[src/button_debounce_command_decoder_macros.svh]
// Assertion macros for the button debounce and command decoder.
// Included by the modules that carry concurrent assertions; no dependencies.
`ifndef BUTTON_DEBOUNCE_COMMAND_DECODER_MACROS_SVH
`define BUTTON_DEBOUNCE_COMMAND_DECODER_MACROS_SVH

// Same-cycle implication, disabled during reset.
`define BDCD_ASSERT_NOW(label, ante, cons, msg) \
    label: assert property (@(posedge i_clk) disable iff (!i_rst_n) (ante) |-> (cons)) \
        else $error(msg);

// Next-cycle implication, disabled during reset.
`define BDCD_ASSERT_NEXT(label, ante, cons, msg) \
    label: assert property (@(posedge i_clk) disable iff (!i_rst_n) (ante) |=> (cons)) \
        else $error(msg);

`endif

[src/bdcd_pkg.sv]
// Shared types and constants for the button debounce and command decoder.
// No dependencies.
`default_nettype none

package bdcd_pkg;

    localparam int NUM_BUTTONS = 7;
    localparam int CFG_W       = 16;
    localparam int NOW_W       = 32;

    localparam logic CFG_SETTLE_MS     = 1'b0;
    localparam logic CFG_LONG_PRESS_MS = 1'b1;

    localparam logic [CFG_W-1:0] SETTLE_MS_RESET     = 16'd50;
    localparam logic [CFG_W-1:0] LONG_PRESS_MS_RESET = 16'd1200;

    localparam int KEY_PAUSE     = 0;
    localparam int KEY_AGG_DOWN  = 1;
    localparam int KEY_AGG_UP    = 2;
    localparam int KEY_N_DOWN    = 3;
    localparam int KEY_N_UP      = 4;
    localparam int KEY_ZOOM_DOWN = 5;
    localparam int KEY_ZOOM_UP   = 6;

    localparam int CAL_PRESET_NEXT = 0;
    localparam int CAL_PRESET_PREV = 1;
    localparam int CAL_TARGET_UP   = 2;
    localparam int CAL_TARGET_DOWN = 3;
    localparam int CAL_UNDO        = 4;
    localparam int CAL_CAPTURE     = 5;
    localparam int CAL_FINISH      = 6;

    localparam int WAVE_Y_OUT  = 0;
    localparam int WAVE_Y_IN   = 1;
    localparam int WAVE_FS_OUT = 2;
    localparam int WAVE_FS_IN  = 3;

    typedef struct packed {
        logic [NUM_BUTTONS-1:0] raw_pressed;
        logic [NOW_W-1:0]       now_ms;
        logic                   calibrating;
    } t_in;

    typedef struct packed {
        logic [NUM_BUTTONS-1:0] press_edges;
        logic [6:0]             cal_actions;
        logic [5:0]             fft_actions;
        logic [3:0]             wave_actions;
        logic                   mode_toggled;
        logic                   display_mode_now;
    } t_out;

endpackage

`default_nettype wire

[src/bdcd_debounce.sv]
// One debounce lane: accepted level and time of the last accepted change.
// Depends on bdcd_pkg.
`default_nettype none

module bdcd_debounce #(
    parameter int TIME_BITS = 32
) (
    input  wire logic                       i_clk,
    input  wire logic                       i_rst_n,
    input  wire logic                       i_adv,
    input  wire logic                       i_level,
    input  wire logic [TIME_BITS-1:0]       i_now,
    input  wire logic [bdcd_pkg::CFG_W-1:0] i_settle_ms,
    output logic                            o_edge
);

    logic                 r_level;
    logic [TIME_BITS-1:0] r_change_time;
    logic [TIME_BITS-1:0] w_elapsed;
    logic                 w_take;

    always_comb begin
        w_elapsed = i_now - r_change_time;
        w_take    = (i_level != r_level) && (w_elapsed >= TIME_BITS'(i_settle_ms));
        o_edge    = w_take && i_level;
    end

    always_ff @(posedge i_clk) begin
        if (!i_rst_n) begin
            r_level       <= 1'b1;
            r_change_time <= '0;
        end else if (i_adv && w_take) begin
            r_level       <= i_level;
            r_change_time <= i_now;
        end
    end

endmodule

`default_nettype wire

[src/bdcd_decode.sv]
// Command decoder: pause press tracking, display mode and action mapping.
// Depends on bdcd_pkg.
`default_nettype none

module bdcd_decode #(
    parameter int TIME_BITS = 32
) (
    input  wire logic                             i_clk,
    input  wire logic                             i_rst_n,
    input  wire logic                             i_adv,
    input  wire logic [bdcd_pkg::NUM_BUTTONS-1:0] i_edges,
    input  wire logic                             i_raw_pause,
    input  wire logic                             i_cal,
    input  wire logic [TIME_BITS-1:0]             i_now,
    input  wire logic [bdcd_pkg::CFG_W-1:0]       i_long_press_ms,
    output bdcd_pkg::t_out                        o_result
);

    logic [TIME_BITS-1:0] r_down_time;
    logic                 r_armed;
    logic                 r_fired;
    logic                 r_mode;

    logic                 w_pause_edge;
    logic                 w_armed;
    logic                 w_fired;
    logic [TIME_BITS-1:0] w_down_time;
    logic [TIME_BITS-1:0] w_hold_time;
    logic                 w_finish;
    logic                 w_capture;
    logic                 w_toggle;
    logic                 w_mode;

    always_comb begin
        w_pause_edge = i_edges[bdcd_pkg::KEY_PAUSE];
        w_armed      = w_pause_edge || r_armed;
        w_fired      = !w_pause_edge && r_fired;
        w_down_time  = w_pause_edge ? i_now : r_down_time;
        w_hold_time  = i_now - w_down_time;
        w_finish     = i_raw_pause && w_armed && !w_fired &&
                       (w_hold_time >= TIME_BITS'(i_long_press_ms));
        w_capture    = !i_raw_pause && w_armed && !w_fired;
        w_toggle     = !i_cal && w_pause_edge;
        w_mode       = r_mode ^ w_toggle;

        o_result                  = '0;
        o_result.press_edges      = i_edges;
        o_result.mode_toggled     = w_toggle;
        o_result.display_mode_now = w_mode;
        if (i_cal) begin
            o_result.cal_actions[bdcd_pkg::CAL_PRESET_NEXT] = i_edges[bdcd_pkg::KEY_ZOOM_UP];
            o_result.cal_actions[bdcd_pkg::CAL_PRESET_PREV] = i_edges[bdcd_pkg::KEY_ZOOM_DOWN];
            o_result.cal_actions[bdcd_pkg::CAL_TARGET_UP]   = i_edges[bdcd_pkg::KEY_AGG_UP];
            o_result.cal_actions[bdcd_pkg::CAL_TARGET_DOWN] = i_edges[bdcd_pkg::KEY_AGG_DOWN];
            o_result.cal_actions[bdcd_pkg::CAL_UNDO]        = i_edges[bdcd_pkg::KEY_N_DOWN];
            o_result.cal_actions[bdcd_pkg::CAL_CAPTURE]     = w_capture;
            o_result.cal_actions[bdcd_pkg::CAL_FINISH]      = w_finish;
        end else if (!w_mode) begin
            o_result.fft_actions = i_edges[bdcd_pkg::NUM_BUTTONS-1:1];
        end else begin
            o_result.wave_actions[bdcd_pkg::WAVE_Y_OUT]  = i_edges[bdcd_pkg::KEY_AGG_DOWN];
            o_result.wave_actions[bdcd_pkg::WAVE_Y_IN]   = i_edges[bdcd_pkg::KEY_AGG_UP];
            o_result.wave_actions[bdcd_pkg::WAVE_FS_OUT] = i_edges[bdcd_pkg::KEY_ZOOM_DOWN];
            o_result.wave_actions[bdcd_pkg::WAVE_FS_IN]  = i_edges[bdcd_pkg::KEY_ZOOM_UP];
        end
    end

    always_ff @(posedge i_clk) begin
        if (!i_rst_n) begin
            r_down_time <= '0;
            r_armed     <= 1'b0;
            r_fired     <= 1'b0;
            r_mode      <= 1'b0;
        end else if (i_adv) begin
            if (i_cal) begin
                r_down_time <= w_down_time;
                r_armed     <= i_raw_pause && w_armed;
                r_fired     <= w_fired || w_finish;
            end
            r_mode <= w_mode;
        end
    end

endmodule

`default_nettype wire

[src/button_debounce_command_decoder.sv]
// Top level of the button debounce and command decoder: request and result
// registers, configuration registers, seven debounce lanes and the decoder.
// Depends on bdcd_pkg, bdcd_debounce, bdcd_decode and the macros header.
//
//   channel   direction   handshake                     payload
//   request   in          i_in_valid / o_in_stall       i_in  (bdcd_pkg::t_in)
//   result    out         o_out_valid / i_out_stall     o_out (bdcd_pkg::t_out)
//   config    in          i_cfg_we                      i_cfg_idx, i_cfg_data
//
// One request per cycle unless o_in_stall is high; the request and result registers lie between input and result.
// The request register feeds one pass of debounce and decode logic into the result register.
// Reset sets all button levels to pressed, times to zero and spectrum mode.
// A stalled result holds the result register; the request register then fills and stalls.
`default_nettype none

`include "button_debounce_command_decoder_macros.svh"

module button_debounce_command_decoder #(
    parameter int TIME_BITS = 32
) (
    input  wire logic                       i_clk,
    input  wire logic                       i_rst_n,
    input  wire logic                       i_in_valid,
    output logic                            o_in_stall,
    input  wire bdcd_pkg::t_in              i_in,
    output logic                            o_out_valid,
    input  wire logic                       i_out_stall,
    output bdcd_pkg::t_out                  o_out,
    input  wire logic                       i_cfg_we,
    input  wire logic                       i_cfg_idx,
    input  wire logic [bdcd_pkg::CFG_W-1:0] i_cfg_data
);

    bdcd_pkg::t_in                    r_in;
    logic                             r_in_valid;
    bdcd_pkg::t_out                   r_out;
    logic                             r_out_valid;
    logic [bdcd_pkg::CFG_W-1:0]       r_settle_ms;
    logic [bdcd_pkg::CFG_W-1:0]       r_long_press_ms;

    logic                             w_adv;
    logic [TIME_BITS-1:0]             w_now;
    logic [bdcd_pkg::NUM_BUTTONS-1:0] w_edges;
    bdcd_pkg::t_out                   w_result;

    logic                             w_cal_out;
    logic                             w_disp_out;
    logic                             w_toggle_out;
    logic                             w_pause_out;
    logic                             w_both_ends;

    assign w_adv       = r_in_valid && (!r_out_valid || !i_out_stall);
    assign o_in_stall  = r_in_valid && !w_adv;
    assign w_now       = r_in.now_ms[TIME_BITS-1:0];
    assign o_out       = r_out;
    assign o_out_valid = r_out_valid;

    always_ff @(posedge i_clk) begin
        if (!i_rst_n) begin
            r_settle_ms     <= bdcd_pkg::SETTLE_MS_RESET;
            r_long_press_ms <= bdcd_pkg::LONG_PRESS_MS_RESET;
        end else if (i_cfg_we) begin
            unique case (i_cfg_idx)
                bdcd_pkg::CFG_SETTLE_MS:     r_settle_ms     <= i_cfg_data;
                bdcd_pkg::CFG_LONG_PRESS_MS: r_long_press_ms <= i_cfg_data;
                default: ;
            endcase
        end
    end

    always_ff @(posedge i_clk) begin
        if (!i_rst_n) begin
            r_in_valid <= 1'b0;
        end else if (!o_in_stall) begin
            r_in_valid <= i_in_valid;
        end
    end

    always_ff @(posedge i_clk) begin
        if (i_in_valid && !o_in_stall) begin
            r_in <= i_in;
        end
    end

    always_ff @(posedge i_clk) begin
        if (!i_rst_n) begin
            r_out_valid <= 1'b0;
        end else if (w_adv) begin
            r_out_valid <= 1'b1;
        end else if (!i_out_stall) begin
            r_out_valid <= 1'b0;
        end
    end

    always_ff @(posedge i_clk) begin
        if (w_adv) begin
            r_out <= w_result;
        end
    end

    for (genvar g = 0; g < bdcd_pkg::NUM_BUTTONS; g++) begin : g_lane
        bdcd_debounce #(
            .TIME_BITS(TIME_BITS)
        ) u_debounce (
            .i_clk      (i_clk),
            .i_rst_n    (i_rst_n),
            .i_adv      (w_adv),
            .i_level    (r_in.raw_pressed[g]),
            .i_now      (w_now),
            .i_settle_ms(r_settle_ms),
            .o_edge     (w_edges[g])
        );
    end

    bdcd_decode #(
        .TIME_BITS(TIME_BITS)
    ) u_decode (
        .i_clk          (i_clk),
        .i_rst_n        (i_rst_n),
        .i_adv          (w_adv),
        .i_edges        (w_edges),
        .i_raw_pause    (r_in.raw_pressed[bdcd_pkg::KEY_PAUSE]),
        .i_cal          (r_in.calibrating),
        .i_now          (w_now),
        .i_long_press_ms(r_long_press_ms),
        .o_result       (w_result)
    );

    assign w_cal_out    = o_out_valid && (o_out.cal_actions != '0);
    assign w_disp_out   = (o_out.fft_actions != '0) || (o_out.wave_actions != '0) ||
                          o_out.mode_toggled;
    assign w_toggle_out = o_out_valid && o_out.mode_toggled;
    assign w_pause_out  = o_out.press_edges[bdcd_pkg::KEY_PAUSE];
    assign w_both_ends  = o_out.cal_actions[bdcd_pkg::CAL_CAPTURE] &&
                          o_out.cal_actions[bdcd_pkg::CAL_FINISH];

    `BDCD_ASSERT_NEXT(a_adv_fills_out, w_adv, o_out_valid, "Accepted request left no result.")
    `BDCD_ASSERT_NOW(a_cal_excl, w_cal_out, !w_disp_out, "Calibration and display actions together.")
    `BDCD_ASSERT_NOW(a_toggle_edge, w_toggle_out, w_pause_out, "Toggle without a pause edge.")
    `BDCD_ASSERT_NOW(a_short_long, o_out_valid, !w_both_ends, "Capture and finish together.")

endmodule

`default_nettype wire
[config.mk]
export PLATFORM = sky130hd
export DESIGN_NAME = button_debounce_command_decoder
export DESIGN_NICKNAME = d
export VERILOG_FILES = /design/src/bdcd_pkg.sv /design/src/bdcd_debounce.sv /design/src/bdcd_decode.sv /design/src/button_debounce_command_decoder.sv
export VERILOG_INCLUDE_DIRS = /design/src /design/src/src
export SDC_FILE = /design/constraint.sdc
export NUM_CORES = 1
export LEC_CHECK = 0
export ABC_AREA = 1
export ABC_CLOCK_PERIOD_IN_PS = 8300
export BUFFER_PORTS_ARGS = -buffer_cell sky130_fd_sc_hd__buf_2
export CORE_MARGIN = 2
export CORE_UTILIZATION = 30
export DETAILED_ROUTE_END_ITERATION = 6
export SLEW_MARGIN = 30
export SYNTH_ARGS = -nofsm -noshare
export SYNTH_HDL_FRONTEND = slang
export SYNTH_SLANG_ARGS = --single-unit
[constraint.sdc]
create_clock -name i_clk -period 8.3 [get_ports i_clk]
set_clock_uncertainty 0.2 [all_clocks]
set_input_delay 1.245 -clock i_clk [delete_from_list [all_inputs] [get_ports i_clk]]
set_output_delay 1.245 -clock i_clk [all_outputs]
set_load 0.05 [all_outputs]
Word level (Yosys, flattened, before mapping) --
Cells that the tools add are included.
Storage, ports and cells: flip-flop bits (word level) 366, bits in latches 0, bits in writable memories 0, bits in read-only memories 0, bits of input ports 62, output and inout bits 28, logic and storage cells 108, memories 0
Operators by class: $add $sub $neg 8, multiply operators 0, div/mod/pow operators 0, $lt $le $gt $ge 8, equal/unequal tests 8, shift-type cells 0, mux-type cells 3, bitwise gates (word level) 3, reductions and logical operators 47
Operator list (count):
- 32-bit by 16-bit >= comparator with 1-bit output | 8
- 32-bit subtractor | 8
- 32-bit 2-to-1 mux | 1
- 1-bit logical AND | 31
- 1-bit zero test | 8
- 1-bit inequality test | 7
- 2-bit AND reduction | 3
- 2-bit OR reduction | 2
- 1-bit logical OR | 3
- 1-bit 2-to-1 mux | 2
- 2-bit by 1-bit inequality test with 1-bit output (second input constant) | 1
- 1-bit inverter | 2
- 1-bit bitwise XOR | 1

Depth between registers and ports, before layout --
word-level depth 10, mapped depth 52

Hierarchy --
From an unflattened synthesis, not the netlist that was laid out.
Second synthesis, totals: cells, all modules 7106, area, all modules 40766.6 µm²
Modules (own cells, without submodules):
- bdcd_debounce (g_lane[3].u_debounce ...) | times used 4, cells an instance 863, area each 4673.2 µm², seq. area each 660.6 µm²
- bdcd_decode | times used 1, cells an instance 843, area each 4773.3 µm², seq. area each 700.7 µm²
- bdcd_debounce (g_lane[2].u_debounce) | times used 1, cells an instance 862, area each 4645.7 µm², seq. area each 660.6 µm²
- bdcd_debounce (g_lane[0].u_debounce) | times used 1, cells an instance 851, area each 4642.0 µm², seq. area each 660.6 µm²
- bdcd_debounce (g_lane[1].u_debounce) | times used 1, cells an instance 850, area each 4636.9 µm², seq. area each 660.6 µm²
- button_debounce_command_decoder | times used 1, cells an instance 248, area each 3375.7 µm², seq. area each 2662.6 µm²

Least setup slack after synthesis --
No wires, ideal clock.
path kind flip-flop to flip-flop, start point reg r_in (netlist bit w_now[1]), end point reg r_out (netlist bit o_out[18]) (data pin), arrival time 6.514 ns, data required time 7.843 ns, path slack 1.328 ns, stages on the path, launching flop included 49, path buffers 3, cells stage by stage edfxtp_1 -> clkbuf_1 -> inv_1 -> fa_1 -> inv_1 -> nand2_1 -> nand3_2 -> nand2_1 -> nand2_1 -> xor2_1 -> ha_1 -> inv_1 -> nor3_1 -> nor3_1 -> nand2_1 -> nand2_1 -> nand3_1 -> nor2_1 -> [13 not listed] -> nor2_1 -> o21ai_2 -> nand2_2 -> nand2_1 -> nand2_2 -> xor2_1 -> ha_1 -> a21o_1 -> a21oi_1 -> o21ai_0 -> nand4_1 -> o211ai_1 -> nor2_1 -> nand3_1 -> nor2_1 -> nand3_2 -> nand2_1 -> nor2_1
Between the ends: elaborated cells between the ends (all ways) 14, those cells by class add/sub (2); order compare (2); mux (1); reduce/logical (9)
RTL lines:
- start, declared | RTL line button_debounce_command_decoder.sv:34 | bdcd_pkg::t_in r_in;
- start signal, assigned | RTL line button_debounce_command_decoder.sv:81 | r_in <= i_in;
- 32-bit subtractor | RTL line bdcd_debounce.sv:23 | w_elapsed = i_now - r_change_time;
- 32-bit by 16-bit >= comparator with 1-bit output | RTL line bdcd_debounce.sv:24 | w_take = (i_level != r_level) && (w_elapsed >= TIME_BITS'(i_settle_ms));
- 1-bit logical AND | RTL line bdcd_debounce.sv:24
- 1-bit logical AND | RTL line bdcd_debounce.sv:25 | o_edge = w_take && i_level;
- 32-bit 2-to-1 mux | RTL line bdcd_decode.sv:38 | w_down_time = w_pause_edge ? i_now : r_down_time;
- net u_decode.w_down_time[0] | RTL line bdcd_decode.sv:27 | logic [TIME_BITS-1:0] w_down_time;
- 32-bit subtractor | RTL line bdcd_decode.sv:39 | w_hold_time = i_now - w_down_time;
- 32-bit by 16-bit >= comparator with 1-bit output | RTL line bdcd_decode.sv:41 | (w_hold_time >= TIME_BITS'(i_long_press_ms));
- 1-bit logical AND | RTL line bdcd_decode.sv:40 | w_finish = i_raw_pause && w_armed && !w_fired &&
- end signal, assigned | RTL line button_debounce_command_decoder.sv:97 | r_out <= w_result;
- end, declared | RTL line button_debounce_command_decoder.sv:36 | bdcd_pkg::t_out r_out;
The timed path passes the listed nets, and every way through them passes these cells. A chain may end at the register's enable or synchronous reset.

Final worst setup path --
start point reg r_in (netlist bit w_now[0]), end point reg r_out (netlist bit o_out[18]) (data pin)
Between the ends: longest elaborated chain between the ends 9, elaborated cells between the ends (all ways) 14, those cells by class add/sub (2); order compare (2); mux (1); reduce/logical (9)
RTL lines (RTL line):
- branches (longest 8 deep; another with 32-bit subtractor)
- 1-bit logical AND (*) | bdcd_decode.sv:40
Every way passes the cells marked *.

==> results.json <==
{
  "status": "complete, no violations",
  "grt_overflow": 0,
  "grt_antenna_before_repair": 12,
  "grt_pass1_wl_um": 152000,
  "dr.pass1.iters": 5,
  "synth-main-ff-cell": "dfxtp_1",
  "die_y_um": 324,
  "dieArea_mm2": 0.105,
  "grt_use_total_pct": 18.8,
  "p_leak_nw": 16.8,
  "wl_met1_um": 43900,
  "cts_root_buf": "clkbuf_16",
  "postRouteAntennaNets": 0,
  "final_area_mm2": 0.0341,
  "critPathMaxFanout": 42,
  "dp_hpwl_um": 75300,
  "hold_path.class": "reg -> reg",
  "syn_inst": 4533,
  "met3WireLength_um": 5360,
  "cpMostUsedCell": "nand2_1",
  "cap_violations": 0,
  "ys_warn_count": 0,
  "syn_area_per_cell_um2": 6.78,
  "layout-drive-gt1-share_pct": 7.50,
  "fillers": 11100,
  "power.density_mw_per_mm2": 184,
  "layout_commonest_cell": "nand2_1",
  "ctsHoldBuffers": 0,
  "top_layer_used": "met5",
  "rsz0062_at_grt": "no",
  "cts_tree": "yes",
  "max_slew.worst_pin.slew_ns": 0.937,
  "start_util_pct": 30.2,
  "area_growth_pct": 11.0,
  "cpPeakStageDelay_ns": 0.65,
  "syn_nets": 4976,
  "grt_start_max_net_pins": 83,
  "crit_type": "reg -> reg",
  "cts_sinks": 366,
  "ios": 90,
  "place.gp.congestion": 0.929,
  "wl_per_cell_um": 16.6,
  "viasPerCell": 4.76,
  "ys_types": 57,
  "setup_tns_ns": 0,
  "die_w_um": 324,
  "wirelength_um": 99700,
  "maxSlewHeadroom_pct": 37.5,
  "synth_seq_cells": 366,
  "irDropWorstVdd_v": 0.000176,
  "synth-edff-count": 66,
  "layout.nets": 5036,
  "synth_area_leaders": "dfxtp_1 20%, ha_1 15%, nand2_1 14%",
  "slew_violations": 0,
  "critPathCaptureType": "flop",
  "vias": 28500,
  "cts_resized": 0,
  "crit_required_ns": 8.44,
  "clock_latency_ns": 0.60,
  "seq_area_mm2": 0.00799,
  "htreeDepth": 2,
  "clockBufferDepth": 3,
  "first_global_vias": 26800,
  "wl_met2_um": 46200,
  "netlist.area_leader.share_pct": 19.6,
  "drt_iter0_markers": 1786,
  "io_buffer_count": 89,
  "core_mm2": 0.102,
  "ys_seq_area_share_pct": 26.0,
  "setup_viol": 0,
  "cts_made_buffers": 45,
  "start_kind": "flop",
  "max_freq_ghz": 0.134,
  "clk_pin_slew_worst_paths_ns": 0.06,
  "placed_area_mm2": 0.0326,
  "period_minus_slack_ns": 7.44,
  "final_cell_mix": "1122 x nand2_1, 651 x inv_1, 588 x nor2_1",
  "critPathSlowestCell": "edfxtp_1",
  "multi_input_area_mm2": 0.0196,
  "drc": 0,
  "synth_area_mm2": 0.0307,
  "cts_setup_buffers": 0,
  "synth_top_cell_by_area": "dfxtp_1",
  "hold_viol": 0,
  "async_flop_share_pct": 0,
  "arrival_ns": 7.58,
  "rows": 117,
  "finalCritPeriodShare_pct": 89.6
}
## routing by layer
layer  vias to the layer above  global-route usage (%)
met3                       175                    3.45
li1                      14700                       -
met4                        20                    7.27
met5                         -                       0
met2                       555                    32.0
met1                     13000                    23.4
## cell usage after synthesis, types with 4 or more instances
master,number
edfxtp_1,66
xor2_1,145
dfxtp_1,300
or2_2,4
o211ai_1,46
buf_4,18
nand2_1,1122
o21a_1,16
o21ai_2,16
a31oi_1,6
o21ai_0,171
nand4_1,37
nand3_2,12
and2_1,5
o21ai_1,36
ha_1,373
inv_2,6
buf_2,25
nor2_2,8
a21oi_1,371
nand3b_1,6
buf_6,13
o21bai_1,13
nand3_4,4
a221oi_1,12
nor4_1,10
nor2_1,590
fa_1,8
a21boi_2,20
a211oi_1,5
nand3_1,114
nor3_1,41
xnor2_1,70
nand2_2,18
inv_1,653
clkbuf_1,53
a21oi_2,27
a21o_1,9
o221ai_1,13
buf_1,17
clkinv_1,4
mux2i_1,22
nand4_2,5
## worst max-delay path: cells and delay by family (launching register included)
kind | cells | cell delay, ns
flip-flops | 1 | 0.65
adder cells (fa/ha/maj) | 5 | 1.50
AO/OA/AOI/OAI | 7 | 1.08
buffers and inverters | 4 | 0.81
multiplexers | 1 | 0.36
AND/OR/NAND/NOR | 22 | 2.18
XOR/XNOR | 2 | 0.38
## kinds of logic (layout without fill, tap and decap cells)
| family | count (synthesis) | count (layout) | synth area share, % |
|---|---|---|---|
| multiplexers | 22 | 22 | 0.717 |
| XOR/XNOR | 215 | 215 | 6.13 |
| AO/OA/AOI/OAI | 773 | 773 | 14.7 |
| flip-flops | 366 | 366 | 26.0 |
| other | 0 | 1 | 0 |
| adder cells (fa/ha/maj) | 381 | 381 | 15.7 |
| AND/OR/NAND/NOR | 1986 | 1986 | 26.4 |
| buffers and inverters | 790 | 885 | 10.3 |
## state kept, by name, indices dropped and copies added (netlist names)
signal,flops
o_out_valid,1
r_long_press_ms,16
w_now,32
r_in,8
r_settle_ms,16
g_lane.u_debounce.r_change_time,224
r_in_valid,1
o_out,26
g_lane.u_debounce.r_level,7
u_decode.r_armed,1
u_decode.r_fired,1
u_decode.r_mode,1
u_decode.r_down_time,32
## worst paths after layout
kind	startpoint	endpoint	slack, ns	depth (start not counted)
setup / recovery	w_now[0]	o_out[18]	0.86	41
hold / removal	g_lane[0].u_debounce.r_change_time[7]	g_lane[0].u_debounce.r_change_time[7]	0.26	2
setup reg to reg	w_now[0]	o_out[18]	0.86	41
hold reg to reg	g_lane[0].u_debounce.r_change_time[7]	g_lane[0].u_debounce.r_change_time[7]	0.26	2
## cell type report
class	instances	share of cell area [%]
Multi-Input combinational cell	3377	57.4
Sequential cell	366	23.4
Inverter	663	7.30
Tap cell	1368	5.02
Clock buffer	59	3.82
Timing Repair Buffer	140	2.46
Clock inverter	23	0.558
Antenna cell	1	0.00734
## metrics by stage
stage	hold slack (ns)	power, mW	setup slack, ns	util, %	cells
global route	0.278	6.68	0.201	33.6	5996
floorplan	0.228	3.70	1.33	-	4533
global placement	0.242	4.22	1.02	32.1	5914
CTS	0.260	6.29	0.924	33.6	5996
finish	0.258	6.26	0.864	33.6	5997
detailed placement	0.251	4.25	0.923	32.1	5914
## report_power, final
| part | internal [mW] | total [mW] | leakage (nW) | switching [mW] |
|---|---|---|---|---|
| clock network | 1.17 | 2.02 | 0.732 | 0.854 |
| registers | 1.92 | 1.98 | 3.10 | 0.0510 |
| logic | 0.818 | 2.26 | 13.0 | 1.44 |
(Power assumes the default switching activity.)
